$ cat src/sv/tga_pkg.sv
// Shared types and constants for the TGA run-length packet decoder.
`default_nettype none
package tga_pkg;

  localparam int unsigned MAX_PIXELS          = 1048576;
  localparam int unsigned MAX_BYTES_PER_PIXEL = 4;
  localparam int unsigned RAW_HEADER_MAX      = 127;

  localparam int unsigned BPP_W   = 3;
  localparam int unsigned TOTAL_W = 21;
  localparam int unsigned INDEX_W = 20;
  localparam int unsigned RUN_W   = 8;
  localparam int unsigned PIXEL_W = 32;
  localparam int unsigned CFG_W   = 21;
  localparam int unsigned IN_DATA_W  = 8;
  localparam int unsigned OUT_DATA_W = 64;

  localparam int unsigned QUEUE_DEPTH = 4;
  localparam int unsigned QPTR_W      = 2;
  localparam int unsigned QCNT_W      = 3;

  // Configuration register indexes.
  localparam logic CFG_BYTES_PER_PIXEL = 1'b0;
  localparam logic CFG_TOTAL_PIXELS    = 1'b1;

  typedef enum logic [1:0] {
    PH_IDLE   = 2'd0,
    PH_HEADER = 2'd1,
    PH_PIXEL  = 2'd2,
    PH_STOP   = 2'd3
  } phase_t;

  // One classified stream byte as it waits between front and back.
  typedef struct packed {
    logic [7:0]       stream_byte;
    logic             start;
    logic             repeat_hdr;
    logic [RUN_W-1:0] hdr_count;
  } queue_entry_t;

endpackage
`default_nettype wire

$ cat src/sv/tga_front.sv
// Front end: accepts stream bytes, classifies them as headers and queues them.
`default_nettype none
module tga_front
  import tga_pkg::*;
(
  input  wire logic         clk,
  input  wire logic         rst_n,
  input  wire logic         in_valid,
  output logic              in_ready,
  input  wire logic [7:0]   in_byte,
  input  wire logic         in_start,
  output logic              q_valid,
  output queue_entry_t      q_entry,
  input  wire logic         q_pop
);

  queue_entry_t           mem_r [QUEUE_DEPTH];
  logic [QPTR_W-1:0]      wr_ptr_r, wr_ptr_nxt;
  logic [QPTR_W-1:0]      rd_ptr_r, rd_ptr_nxt;
  logic [QCNT_W-1:0]      fill_r, fill_nxt;
  logic                   push;
  logic                   pop;
  queue_entry_t           new_entry;

  // The header interpretation is worked out here so the back end only
  // has to pick it up when the byte really is a header.
  always_comb begin
    new_entry.stream_byte = in_byte;
    new_entry.start       = in_start;
    if (in_byte <= 8'(RAW_HEADER_MAX)) begin
      new_entry.repeat_hdr = 1'b0;
      new_entry.hdr_count  = in_byte + 8'd1;
    end else begin
      new_entry.repeat_hdr = 1'b1;
      new_entry.hdr_count  = in_byte - 8'(RAW_HEADER_MAX);
    end
  end

  assign in_ready = (fill_r != QCNT_W'(QUEUE_DEPTH));
  assign push     = in_valid && in_ready;
  assign q_valid  = (fill_r != '0);
  assign pop      = q_pop && q_valid;
  assign q_entry  = mem_r[rd_ptr_r];

  always_comb begin
    wr_ptr_nxt = push ? wr_ptr_r + 1'b1 : wr_ptr_r;
    rd_ptr_nxt = pop ? rd_ptr_r + 1'b1 : rd_ptr_r;
    fill_nxt   = fill_r + QCNT_W'(push) - QCNT_W'(pop);
  end

  always_ff @(posedge clk) begin
    if (!rst_n) begin
      wr_ptr_r <= '0;
      rd_ptr_r <= '0;
      fill_r   <= '0;
    end else begin
      wr_ptr_r <= wr_ptr_nxt;
      rd_ptr_r <= rd_ptr_nxt;
      fill_r   <= fill_nxt;
    end
  end

  always_ff @(posedge clk) begin
    if (push) begin
      mem_r[wr_ptr_r] <= new_entry;
    end
  end

  a_fill_bound: assert property (@(posedge clk) disable iff (!rst_n)
    fill_r <= QCNT_W'(QUEUE_DEPTH))
    else $error("queue fill count beyond depth");

  a_ptr_fill: assert property (@(posedge clk) disable iff (!rst_n)
    (fill_r == '0 || fill_r == QCNT_W'(QUEUE_DEPTH)) |-> wr_ptr_r == rd_ptr_r)
    else $error("queue pointers disagree with fill count");

endmodule
`default_nettype wire

$ cat src/sv/tga_back.sv
// Back end: packet state machine, pixel assembly and the result register.
`default_nettype none
module tga_back
  import tga_pkg::*;
(
  input  wire logic               clk,
  input  wire logic               rst_n,
  input  wire logic               cfg_we,
  input  wire logic               cfg_index,
  input  wire logic [CFG_W-1:0]   cfg_wdata,
  input  wire logic               q_valid,
  input  wire queue_entry_t       q_entry,
  output logic                    q_pop,
  output logic                    out_valid,
  input  wire logic               out_ready,
  output logic [PIXEL_W-1:0]      out_pixel,
  output logic [RUN_W-1:0]        out_run,
  output logic [INDEX_W-1:0]      out_index,
  output logic                    out_done,
  output logic                    out_status
);

  logic [BPP_W-1:0]   bpp_r;
  logic [TOTAL_W-1:0] total_r;

  phase_t             phase_r, phase_nxt;
  logic [RUN_W-1:0]   left_r, left_nxt;
  logic               rep_r, rep_nxt;
  logic [1:0]         bip_r, bip_nxt;
  logic [PIXEL_W-1:0] asm_r, asm_nxt;
  logic [TOTAL_W-1:0] pd_r, pd_nxt;

  logic               ovalid_r, ovalid_nxt;
  logic [PIXEL_W-1:0] opix_r;
  logic [RUN_W-1:0]   orun_r;
  logic [INDEX_W-1:0] oidx_r;
  logic               odone_r;
  logic               ostat_r;

  logic [BPP_W-1:0]   eff_bpp;
  logic [TOTAL_W-1:0] eff_total;

  phase_t             ph_cur;
  logic [RUN_W-1:0]   left_cur;
  logic               rep_cur;
  logic [1:0]         bip_cur;
  logic [PIXEL_W-1:0] asm_cur;
  logic [TOTAL_W-1:0] pd_cur;
  logic [PIXEL_W-1:0] asm_add;
  logic [TOTAL_W:0]   hdr_sum;
  logic [RUN_W-1:0]   run;
  logic [TOTAL_W-1:0] pd_sum;

  logic               res_valid;
  logic [PIXEL_W-1:0] res_pixel;
  logic [RUN_W-1:0]   res_run;
  logic [INDEX_W-1:0] res_index;
  logic               res_done;
  logic               res_status;

  always_ff @(posedge clk) begin
    if (!rst_n) begin
      bpp_r   <= BPP_W'(MAX_BYTES_PER_PIXEL);
      total_r <= TOTAL_W'(1);
    end else if (cfg_we) begin
      case (cfg_index)
        CFG_BYTES_PER_PIXEL: bpp_r   <= cfg_wdata[BPP_W-1:0];
        CFG_TOTAL_PIXELS:    total_r <= cfg_wdata[TOTAL_W-1:0];
        default: ;
      endcase
    end
  end

  always_comb begin
    if (bpp_r == '0) begin
      eff_bpp = BPP_W'(1);
    end else if (bpp_r > BPP_W'(MAX_BYTES_PER_PIXEL)) begin
      eff_bpp = BPP_W'(MAX_BYTES_PER_PIXEL);
    end else begin
      eff_bpp = bpp_r;
    end
    eff_total = (total_r > TOTAL_W'(MAX_PIXELS)) ? TOTAL_W'(MAX_PIXELS) : total_r;
  end

  // A request is taken whenever the result register is free or draining.
  assign q_pop = q_valid && (!ovalid_r || out_ready);

  always_comb begin
    ph_cur   = q_entry.start ? PH_HEADER : phase_r;
    left_cur = q_entry.start ? '0 : left_r;
    rep_cur  = q_entry.start ? 1'b0 : rep_r;
    bip_cur  = q_entry.start ? '0 : bip_r;
    asm_cur  = q_entry.start ? '0 : asm_r;
    pd_cur   = q_entry.start ? '0 : pd_r;

    case (bip_cur)
      2'd0:    asm_add = {24'd0, q_entry.stream_byte};
      2'd1:    asm_add = {16'd0, q_entry.stream_byte, 8'd0};
      2'd2:    asm_add = {8'd0, q_entry.stream_byte, 16'd0};
      default: asm_add = {q_entry.stream_byte, 24'd0};
    endcase

    hdr_sum = (TOTAL_W+1)'(q_entry.hdr_count) + (TOTAL_W+1)'(pd_cur);
    run     = rep_cur ? left_cur : RUN_W'(1);
    pd_sum  = pd_cur + TOTAL_W'(run);

    phase_nxt  = ph_cur;
    left_nxt   = left_cur;
    rep_nxt    = rep_cur;
    bip_nxt    = bip_cur;
    asm_nxt    = asm_cur;
    pd_nxt     = pd_cur;
    res_valid  = 1'b0;
    res_pixel  = '0;
    res_run    = q_entry.hdr_count;
    res_index  = pd_cur[INDEX_W-1:0];
    res_done   = 1'b0;
    res_status = 1'b0;

    case (ph_cur)
      PH_HEADER: begin
        if (hdr_sum > (TOTAL_W+1)'(eff_total)) begin
          phase_nxt  = PH_STOP;
          res_valid  = 1'b1;
          res_status = 1'b1;
        end else begin
          left_nxt  = q_entry.hdr_count;
          rep_nxt   = q_entry.repeat_hdr;
          bip_nxt   = '0;
          asm_nxt   = '0;
          phase_nxt = PH_PIXEL;
        end
      end
      PH_PIXEL: begin
        if (BPP_W'(bip_cur) + BPP_W'(1) < eff_bpp) begin
          bip_nxt = bip_cur + 2'd1;
          asm_nxt = asm_cur | asm_add;
        end else begin
          res_valid = 1'b1;
          res_pixel = asm_cur | asm_add;
          res_run   = run;
          res_done  = (pd_sum >= eff_total);
          left_nxt  = rep_cur ? '0 : left_cur - RUN_W'(1);
          pd_nxt    = pd_sum;
          bip_nxt   = '0;
          asm_nxt   = '0;
          if (res_done) begin
            phase_nxt = PH_STOP;
          end else if (left_nxt == '0) begin
            phase_nxt = PH_HEADER;
          end
        end
      end
      default: ;
    endcase

    if (q_pop && res_valid) begin
      ovalid_nxt = 1'b1;
    end else if (out_ready) begin
      ovalid_nxt = 1'b0;
    end else begin
      ovalid_nxt = ovalid_r;
    end
  end

  always_ff @(posedge clk) begin
    if (!rst_n) begin
      phase_r  <= PH_IDLE;
      left_r   <= '0;
      rep_r    <= 1'b0;
      bip_r    <= '0;
      asm_r    <= '0;
      pd_r     <= '0;
      ovalid_r <= 1'b0;
    end else begin
      if (q_pop) begin
        phase_r <= phase_nxt;
        left_r  <= left_nxt;
        rep_r   <= rep_nxt;
        bip_r   <= bip_nxt;
        asm_r   <= asm_nxt;
        pd_r    <= pd_nxt;
      end
      ovalid_r <= ovalid_nxt;
    end
  end

  always_ff @(posedge clk) begin
    if (q_pop && res_valid) begin
      opix_r  <= res_pixel;
      orun_r  <= res_run;
      oidx_r  <= res_index;
      odone_r <= res_done;
      ostat_r <= res_status;
    end
  end

  assign out_valid  = ovalid_r;
  assign out_pixel  = opix_r;
  assign out_run    = orun_r;
  assign out_index  = oidx_r;
  assign out_done   = odone_r;
  assign out_status = ostat_r;

  a_stop_after_result: assert property (@(posedge clk) disable iff (!rst_n)
    (q_pop && res_valid && (res_status || res_done)) |=> phase_r == PH_STOP)
    else $error("decoder kept running after overrun or image end");

  a_done_not_error: assert property (@(posedge clk) disable iff (!rst_n)
    ovalid_r |-> !(odone_r && ostat_r))
    else $error("result flagged both done and overrun");

  a_count_bound: assert property (@(posedge clk) disable iff (!rst_n)
    pd_r <= TOTAL_W'(MAX_PIXELS))
    else $error("decoded pixel count beyond the largest image");

  a_no_pop_on_stall: assert property (@(posedge clk) disable iff (!rst_n)
    (ovalid_r && !out_ready) |-> !q_pop)
    else $error("request taken while the result register is stalled");

endmodule
`default_nettype wire

$ cat src/sv/tga_rle_packet_decoder.sv
// Top level of the TGA run-length packet decoder.
//
//  channel  direction  handshake            payload
//  in_      slave      in_tvalid/in_tready  tdata: stream_byte; tuser: start_of_image
//  out_     master     out_tvalid/out_tready tdata: pixel, run, index; tlast: image_done;
//                                            tuser: status
//  cfg_     write      cfg_we               cfg_index, cfg_wdata
//
// One byte is decoded per cycle while the decoder is not stalled; a byte is decoded into the result
// register when the decoder pops it from the queue, and its result is then offered on out_.
// A four-entry queue separates the input from the decoder; it absorbs up to four bytes
// while a result waits, and the decoder stalls only while the result register is full
// and out_tready is low.
// Reset is synchronous and active low; it empties the queue and idles the decoder.
`default_nettype none
module tga_rle_packet_decoder
  import tga_pkg::*;
(
  input  wire logic                  clk,
  input  wire logic                  rst_n,
  input  wire logic                  in_tvalid,
  output logic                       in_tready,
  input  wire logic [IN_DATA_W-1:0]  in_tdata,   // [7:0] stream_byte
  input  wire logic                  in_tuser,   // [0] start_of_image
  output logic                       out_tvalid,
  input  wire logic                  out_tready,
  // [31:0] pixel_value, [39:32] run_count, [59:40] first_pixel_index, [63:60] zero
  output logic [OUT_DATA_W-1:0]      out_tdata,
  output logic                       out_tlast,  // image_done
  output logic                       out_tuser,  // [0] status
  input  wire logic                  cfg_we,
  input  wire logic                  cfg_index,
  input  wire logic [CFG_W-1:0]      cfg_wdata
);

  logic               q_valid;
  logic               q_pop;
  queue_entry_t       q_entry;
  logic [PIXEL_W-1:0] pixel;
  logic [RUN_W-1:0]   run;
  logic [INDEX_W-1:0] index;

  tga_front u_front (
    .clk      (clk),
    .rst_n    (rst_n),
    .in_valid (in_tvalid),
    .in_ready (in_tready),
    .in_byte  (in_tdata),
    .in_start (in_tuser),
    .q_valid  (q_valid),
    .q_entry  (q_entry),
    .q_pop    (q_pop)
  );

  tga_back u_back (
    .clk        (clk),
    .rst_n      (rst_n),
    .cfg_we     (cfg_we),
    .cfg_index  (cfg_index),
    .cfg_wdata  (cfg_wdata),
    .q_valid    (q_valid),
    .q_entry    (q_entry),
    .q_pop      (q_pop),
    .out_valid  (out_tvalid),
    .out_ready  (out_tready),
    .out_pixel  (pixel),
    .out_run    (run),
    .out_index  (index),
    .out_done   (out_tlast),
    .out_status (out_tuser)
  );

  assign out_tdata = {4'd0, index, run, pixel};

endmodule
`default_nettype wire

$ cat config.mk
export PLATFORM = sky130hd
export DESIGN_NAME = tga_rle_packet_decoder
export DESIGN_NICKNAME = d
export VERILOG_FILES = /design/src/sv/tga_pkg.sv /design/src/sv/tga_front.sv /design/src/sv/tga_back.sv /design/src/sv/tga_rle_packet_decoder.sv
export SDC_FILE = /design/constraint.sdc
export NUM_CORES = 1
export LEC_CHECK = 0
export BUFFER_PORTS_ARGS = -buffer_cell sky130_fd_sc_hd__clkbuf_2
export CORE_ASPECT_RATIO = 2
export CORE_UTILIZATION = 45
export DETAILED_ROUTE_END_ITERATION = 7
export PLACE_DENSITY = 0.6
export SLEW_MARGIN = 20
export SYNTH_ARGS = -nofsm -noshare
export SYNTH_HDL_FRONTEND = slang
export SYNTH_SLANG_ARGS = --single-unit
export TNS_END_PERCENT = 5
$ cat constraint.sdc
create_clock -name clk -period 8.85 [get_ports clk]
set_input_delay 1.77 -clock clk [delete_from_list [all_inputs] [get_ports clk]]
set_output_delay 1.77 -clock clk [all_outputs]
set_load 0.02 [all_outputs]
Word-level counts from Yosys, hierarchy flattened

Memories as Yosys holds them, arrays and structs flattened. A register that Yosys moved wholly into a read port is not among the register bits.
Cells that the tools add are included.

Register bits: 160
RAM bits: 72
Input bits: 36
Output and inout bits: 68
Word-level logic and storage cells: 99
Memories kept: 1

Memories:

| name          | words | width | rd ports | clocked after Yosys merged registers in | write ports | line            | source |
|---|---|---|---|---|---|---|---|
| u_front.mem_r | 4     | 18    | 1        | 1                                       | 1           | tga_front.sv:17 | `queue_entry_t mem_r [QUEUE_DEPTH];` |

$add $sub $neg: 11
$lt $le $gt $ge: 6
Equal/unequal tests: 5
Muxes and demuxes: 42
Bitwise operators: 3
Reductions and logical operators: 14

Operator list:

| operator             | number |
|---|---|
| $mux 32              | 3 |
| $pmux 32 s3          | 1 |
| $mux 21              | 4 |
| $pmux 32 s2          | 1 |
| $mux 8               | 7 |
| $or 32x32->32        | 1 |
| $add 8x21->22        | 1 |
| $gt 22x21->1         | 1 |
| $add 21x8->21        | 1 |
| $ge 21x21->1         | 1 |
| $gt 21x21->1 const B | 1 |
| $mux 2               | 9 |
| $pmux 8 s2           | 1 |
| $mux 1               | 10 |
| $mux 9               | 1 |
| $add 8x1->8 const B  | 1 |
| $le 8x7->1 const B   | 1 |
| $logic_not 8->1      | 1 |
| $pmux 2 s2           | 2 |
| $sub 8x1->8 const B  | 1 |
| $sub 8x7->8 const B  | 1 |
| $add 2x1->2 const B  | 3 |
| $mux 3               | 2 |
| $eq 2x1->1 const B   | 2 |
| 18 further kinds     | 24 |

Logic depth before layout (Yosys ltp)

Gate-level depths: netlist (run 1).

Depth after elaboration: 8
Gate-level depth with buffers: 24
Mapped depth without buffers: 20

Hierarchy

From an unflattened synthesis (run 1), not the netlist that was laid out.

Cell total of the unflattened synthesis: 1158
Area total of the unflattened synthesis: 12156.7 sq um

Modules (own cells, without submodules):

| module                 | times used | cells an instance | area an instance (sq um) | seq. area each (sq um) |
|---|---|---|---|---|
| tga_back               | 1          | 994               | 8904.8                   | 3683.5 |
| tga_front              | 1          | 159               | 3218.1                   | 2342.2 |
| tga_rle_packet_decoder | 1          | 5                 | 33.8                     | 0.0 |

Worst setup path before layout (run 1)

OpenSTA, ideal clock, no wires.

Path type: reg-to-reg
Start: register (tool-made name)
End: register u_back.odone_r, in the netlist u_back.out_done, enable pin
Library setup time: 0.425 ns
Arrival: 6.074 ns
Required time: 8.425 ns
Slack: 2.351 ns
Cell stages (with the launch flop): 22
Buffers on the path: 4
Clock period less this slack: 6.499 ns
Cell sequence: dfxtp_1 -> buf_6 -> mux4_2 -> clkbuf_1 -> clkbuf_1 -> clkbuf_1 -> nor2b_1 -> ha_1 -> nand3_1 -> nor3b_2 -> a211oi_1 -> a22oi_1 -> nor2_1 -> nand3_1 -> xnor2_1 -> ha_1 -> nand4_1 -> nor4_1 -> o31ai_1 -> a31oi_1 -> o31a_4 -> o21a_1

RTL lines:

| element              | line            | source |
|---|---|---|
| to (signal assigned) | tga_back.sv:193 | `odone_r <= res_done;` |
| to (decl)            | tga_back.sv:37  | `logic odone_r;` |

==> summary.md, run 1 <==
| Metric | Value |
|---|---|
| Status | finished, final reports clean |
| Vias in the first global route | 9,604 |
| Final setup viols | 0 |
| FP Rows | 85 |
| Async SR Flop Fraction | 0% |
| Tcrit/Tclk final | 77.8% |
| Worst path cell trace | buf_4, mux4_2, buf_4, nor2b_1, ha_1, a21oi_1, a211oi_1, a22oi_1, nor2_1, nand3_1, xnor2_1, ha_1, nand4_1, nor4_1, o31ai_1, a31oi_1, o31a_4, o21a_2, buf_4 |
| Sequential fraction of the synthesis area | 49.2% |
| Top FF cell, synth | edfxtp_1 |
| Grt total ovfl | 0 |
| Crit-path max FO | 40 |
| WP depth | 19 |
| Die Area | 27,900 sq um |
| Hpwl dp | 25,900 microns |
| Synth Cell Area | 12,300 sq um |
| Final number of max-transition violations | 0 |
| Most frequent cell after synthesis | edfxtp_1 |
| CTS Buf Count | 23 |
| Via/cell ratio | 5.85 |
| Most frequent cells after synthesis | edfxtp_1 (134), nand2_1 (133), nor2_1 (109), dfxtp_1 (100), ha_1 (71) |
| # nets final | 1,354 |
| Final hold violation count | 0 |
| H-tree depth | 1 |
| Cell taking the most area after synthesis | edfxtp_1 |
| Lkg Pwr | 5.31 nW |
| Via count | 9,422 |
| Most frequent CP cell | buf_4 |
| Number of synthesized flops with an enable pin | 134 |
| Initial Util | 45.7% |
| Yosys reg bits | 234 |
| MaxCap Viol Count | 0 |
| Die Height | 235 microns |
| Peak supply drop | 0.176 mV |
| Clk_skew | 0.0197 ns |
| HP Class | reg2reg |
| Finished Cell Area | 13,800 sq um |
| Power Density | 266 nW/um^2 |
| DIE WIDTH | 119 microns |
| Longest Clk Path Bufs | 3 |
| WP data arrival | 7.06 ns |
| Worst slew pin tran | 1.04 ns |
| Setup TNS | 0 ns |
| Routed len/inst | 21.6 microns |
| Clock root buffer master | clkbuf_16 |
| Fmax | 145 MHz |
| Synth unique cells | 82 |
| Minimum clock period | 6.88 ns |
| DRC | 0 |
| Core Box Area | 26,800 sq um |
| CTS tree | yes |
| Worst EP required | 9.02 ns |
| # clock sinks | 234 |
| R2R depth | 19 |
| RSZ-0062 raised after global routing | false |
| Drt first-iter violations | 771 |
| Post-CTS Hold Buffers | 0 |
| Skew-Pair Late Insertion Delay | 0.55 ns |
| Area share of the largest cell type after synthesis | 32.8% |
| Post-CTS Resized | 0 |
| Synth-to-layout area growth | 12.3% |
| Synth warn | 0 |
| CP Class | reg2reg |
| Number of routed nets with antenna violations | 0 |
| Fill count | 2,486 |
| Crit path largest cell delay | 0.72 ns |
| FF+latch area | 6030 sq um |
| Antenna Cells | 0 |
| WP buf/inv | 3 |
| Hold path cells | 2 |
| Fraction of layout cells with a size suffix above 1 | 15.9% |
| Clock Pin Slew Worst Setup and Hold Paths | 0.07 ns |
| CP Launch Type | flip-flop |
| DRT Pass-1 Iters | 6 |
| Area of the multi-input gates | 5750 sq um |
| Top cells by area, synth | edfxtp_1 (33%), dfxtp_1 (16%), ha_1 (7.2%), nand2_1 (4.1%), nor2_1 (3.3%) |
| Global Route Usage Sum | 25.5% |
| Boundary Pins | 104 |
| Cell count after synthesis | 1,176 |
| Number of post-CTS setup repair buffers | 0 |
| Slowest stage cell on the critical path | mux4_2 |
| CP delay by family, top | compound AO/OA/AOI/OAI gates |
| I/O Buffers | 99 |
| Relative slew margins | 29.8% |
| Placed Instance Area | 13,000 sq um |
| Crit. End Element | flip-flop |
| Initial antenna violation count | 0 |
| Syn avg cell area | 10.4 sq um |
| Routed WL | 34,900 microns |
| Largest net degree at the start of global routing | 50 |
| RePlAce Congestion | 0.910 |
| First-pass GRT wire length | 53,900 microns |
==> stage by stage <==
stage	util (%)	cells	setup slack [ns]	hold WS [ns]	power, mW
2_1_floorplan	-	1179	2.35	0.432	2.25
3_3_place_gp	48.4	1569	2.29	0.448	2.62
3_5_place_dp	48.4	1569	2.02	0.452	2.64
4_1_cts	51.4	1611	2.00	0.472	3.67
5_1_grt	51.4	1611	1.49	0.492	3.84
6_report	51.4	1611	1.97	0.473	3.66
==> where the power goes <==
| part | internal (mW) | total, mW | switching (mW) |
|---|---|---|---|
| Combinational | 0.404 | 1.27 | 0.865 |
| Clock | 0.592 | 1.04 | 0.445 |
| Sequential | 1.28 | 1.36 | 0.0747 |
==> worst reg2reg max path: cells and delay by family, from the launching register on <==
kind / cells / cell delay (ns)
buf+inv: 3 / 1.24
xor+xnor: 1 / 0.17
mux: 1 / 0.73
simple gates: 5 / 1.27
fa+ha+maj: 2 / 0.61
flops: 1 / 0.31
compound gates: 7 / 2.19
==> registers in the layout, summed over array words and instances (netlist names), 2 cells and up, named ones only <==
name	count
u_back.left_r	8
u_front.wr_ptr_r	2
u_back.total_r	21
u_front.mem_r	72
u_back.out_index	20
u_front.rd_ptr_r	2
u_front.fill_r	3
u_back.bpp_r	3
u_back.asm_r	32
u_back.phase_r	2
u_back.out_pixel	32
u_back.out_run	8
u_back.bip_r	2
u_back.pd_r	21
==> cells in the final DEF, fill, tap and decap left out, types with 16 or more instances in the layout <==
cell       instances
xnor2_1           41
nor2b_1           16
clkbuf_2          99
edfxtp_1         134
nand4_1           16
dfxtp_1          100
a22oi_1           42
a22o_1            32
nand3_1           31
clkbuf_16         23
inv_1             42
nand2_1          133
ha_1              71
nor2_1           109
a21oi_1           65
mux4_2            18
o21ai_0           39
==> cell families (layout without fill, tap and decap cells) <==
group	count (synthesis)	count (layout)	synth area share, %
other cells	1	4	0.0306
buf+inv	114	198	4.01
flops	234	234	49.2
simple gates	389	389	14.9
fa+ha+maj	74	74	7.57
mux	37	37	4.99
compound gates	275	275	15.7
xor+xnor	52	52	3.72
==> final timing paths <==
| kind | from | endpoint | slack, ns |
|---|---|---|---|
| max reg2reg | flip-flop | u_back.out_index[15] | 1.97 |
| min reg2reg | u_back.total_r[15] | u_back.total_r[15] | 0.47 |
| max | flip-flop | u_back.out_index[15] | 1.97 |
| min | u_back.total_r[15] | u_back.total_r[15] | 0.47 |
==> per-layer routing <==
metal  global-route usage (%)  wire, microns  vias to the layer above  share of wire (%)
met2                     47.3          18600                      317                 53
met5                        0              0                        -                  0
li1                         -              -                     4470                  -
met4                     18.3           2680                        0                7.7
met1                     26.2          12200                     4507                 35
met3                     2.42           1370                      128                3.9
==> final cells by class <==
cell class,count,share of cell area [%]
Clock buffer,28,4.46
Clock inverter,14,1.30
Inverter,44,1.20
Multi-Input combinational cell,831,41.8
Sequential cell,234,43.8
Tap cell,348,3.16
Timing Repair Buffer,112,4.31
Note: power is estimated with default switching activity, not from simulation.
==> run 2, diff against run 1 <==
- PLACE_DENSITY: 0.6 -> 0.62
- clock period: 8.85 -> 6.2 ns (I/O delays scaled with it)
==> run 2 against run 1 <==
Effect of this change: worst setup slack worse by 1.5 ns; worst hold slack got worse by 0.0011 ns; first-iteration DRC count is 19% higher; count of clock-buffer cells in the layout unchanged; via count is 0.48% higher; combinational power increased by 43%; design area grew 0.22%; total power rose by 39%; non-clock buffer count increased by 13; register-to-register slack worse by 1.5 ns; final cell count is 0.68% higher; critical path type unchanged; largest cell class unchanged.
==> summary.md, run 2 (synthesized netlist as in run 1, its figures left out) <==
| Metric | Value |
|---|---|
| Die Height | 235 microns (unchanged) |
| Core Box Area | 26,800 sq um (unchanged) |
| Commonest non-fill, non-tap cells in the layout | edfxtp_1 (134), nand2_1 (133), nor2_1 (109) |
| Crit-path max FO | 57 (+43%) |
| Tcrit/Tclk final | 92.2% (+14 points) |
| # clock sinks | 234 (unchanged) |
| Die Area | 27,900 sq um (unchanged) |
| CP Launch Type | flip-flop |
| RSZ-0062 raised after global routing | false |
| Boundary Pins | 104 (unchanged) |
| Via/cell ratio | 5.84 (-0.20%) |
| R2R depth | 17 (-2) |
| Clock Pin Slew Worst Setup and Hold Paths | 0.07 ns (about the same) |
| Met1 Wirelength | 12,100 microns (-0.71%) |
| Worst Hold Path EP | u_back.total_r[20] |
| HP Class | reg2reg |
| # nets final | 1,366 (+0.89%) |
| Longest Clk Path Bufs | 3 (unchanged) |
| Hold path cells | 2 (unchanged) |
| Global Route Usage Sum | 24.1% (-1.3 points) |
| Minimum clock period | 5.72 ns (-1.17 ns) |
| Uppermost routed layer | met4 |
| DRT Pass-1 Iters | 6 (unchanged) |
| Crit. End Element | flip-flop |
| Power Density | 369 nW/um^2 (+39%) |
| Worst slew pin tran | 0.980 ns (-0.0622 ns) |
| Largest reg by FF count | u_front.mem_r |
| Worst EP required | 6.39 ns (-2.63 ns) |
| Synth-to-layout area growth | 12.6% |
| Power Total | 5.09 mW (+39%) |
| Final setup viols | 0 (unchanged) |
| WP data arrival | 5.91 ns (-1.15 ns) |
| Largest net degree at the start of global routing | 58 (+16%) |
| Routed len/inst | 20.7 microns (-4.1%) |
| Routed WL | 33,700 microns (-3.5%) |
| Clock root buffer master | clkbuf_16 |
| Lkg Pwr | 5.33 nW (+0.50%) |
| Fraction of layout cells with a size suffix above 1 | 16.6% (+0.65 points) |
| Grt total ovfl | 0 (unchanged) |
| Status | finished, final reports clean |
| Clk_skew | 0.0512 ns (+0.0316 ns) |
| Met3 wire length | 1320 microns (-3.1%) |
| MaxCap Viol Count | 0 (unchanged) |
| Fin cells | 1,622 (+0.68%) |
| Peak supply drop | 0.242 mV (+37%) |
| Skew-Pair Late Insertion Delay | 0.57 ns (+0.02 ns) |
| Number of post-CTS setup repair buffers | 0 (unchanged) |
| Max FFs per register | 72 (unchanged) |
| Post-CTS Resized | 0 (unchanged) |
| Met2 routed WL | 17,800 microns (-4.4%) |
| Setup TNS | 0 ns (unchanged) |
| Hold_ws | 0.472 ns (-0.00111 ns) |
| CTS Buf Count | 22 (-4.3%) |
| Flop2flop setup slack | 0.48 ns (-1.48 ns) |
| Final number of max-transition violations | 0 (unchanged) |
| Most common cell after layout, fill and taps aside | edfxtp_1 |
| First-pass GRT wire length | 51,800 microns (-4.0%) |
| H-tree depth | 1 (unchanged) |
| Post-CTS Hold Buffers | 0 (unchanged) |
| Worst R2R End | u_back.out_index[14] |
| Fmax | 175 MHz (+20%) |
| Hpwl dp | 25,000 microns (-3.7%) |
| Via count | 9,467 (+0.48%) |
| Initial Util | 45.7% (unchanged) |
| Antenna Cells | 0 (unchanged) |
| Drt first-iter violations | 916 (+19%) |
| Number of routed nets with antenna violations | 0 (unchanged) |
| I/O Buffers | 99 (unchanged) |
| RePlAce Congestion | 0.935 (+2.8%) |
| DIE WIDTH | 119 microns (unchanged) |
| Initial antenna violation count | 0 (unchanged) |
| CP Class | reg2reg |
| Relative slew margins | 34.7% (+4.9 points) |
| Vias in the first global route | 9,322 (-2.9%) |
| DRC | 0 (unchanged) |
| Placed insts | 1,582 (+0.83%) |
| CTS tree | yes |
| FP Rows | 85 (unchanged) |
| Final hold violation count | 0 (unchanged) |
| Hold path start | u_back.total_r[20] |
## run 2: worst max path at each step
stage                          from                    to  slack, ns  cells past startpoint
after floorplan           flip-flop       u_back.out_done       0.33                     21
after global placement    flip-flop     u_back.out_run[0]       0.67                     17
after detailed placement  flip-flop  u_back.out_index[13]       0.52                     17
after CTS                 flip-flop  u_back.out_index[18]       0.48                     17
after global routing      flip-flop     u_back.phase_r[1]       0.15                     22
final                     flip-flop  u_back.out_index[14]       0.48                     17
## run 2: power by group
part | internal [mW] | leakage (nW) | switching [mW] | total [mW]
clock | 0.730 | 0.343 | 0.625 | 1.35
sequential | 1.83 | 2.10 | 0.0966 | 1.92
combinational | 0.603 | 2.89 | 1.21 | 1.81
## run 2: routing by layer
metal,vias to the layer above,global-route usage (%)
met5,-,0
met3,118,2.03
met1,4549,25.8
met2,317,44.1
li1,4483,-
met4,0,17.0
## run 2: cell type report
type                            count  area, sq um
Timing Repair Buffer              125          703
Inverter                           44          165
Clock buffer                       28          593
Sequential cell                   234         6030
Clock inverter                     12          120
Tap cell                          348          435
Fill cell                        2470        13000
Multi-Input combinational cell    831         5750
## run 2: worst max-delay path, cell delays in order, from the launching register on
cell and delay [ns]:
dfxtp_1 0.36, buf_4 0.38, mux4_2 0.63, ha_1 0.28
ha_1 0.22, o21ai_0 0.49, a211oi_1 0.20, o21a_1 0.23
o21ai_0 0.19, xnor2_1 0.12, ha_1 0.30, nand4_1 0.12
nor4_1 0.36, o31ai_1 0.15, a31oi_1 0.42, o31a_4 0.27
o21a_2 0.28, buf_12 0.32
## run 2: through the flow
stage	util, %	setup WS (ns)	area [sq um]
2_1_floorplan	-	0.333	12300
3_3_place_gp	48.8	0.672	13100
3_5_place_dp	48.8	0.522	13100
4_1_cts	51.5	0.478	13800
5_1_grt	51.5	0.145	13800
6_report	51.5	0.484	13800
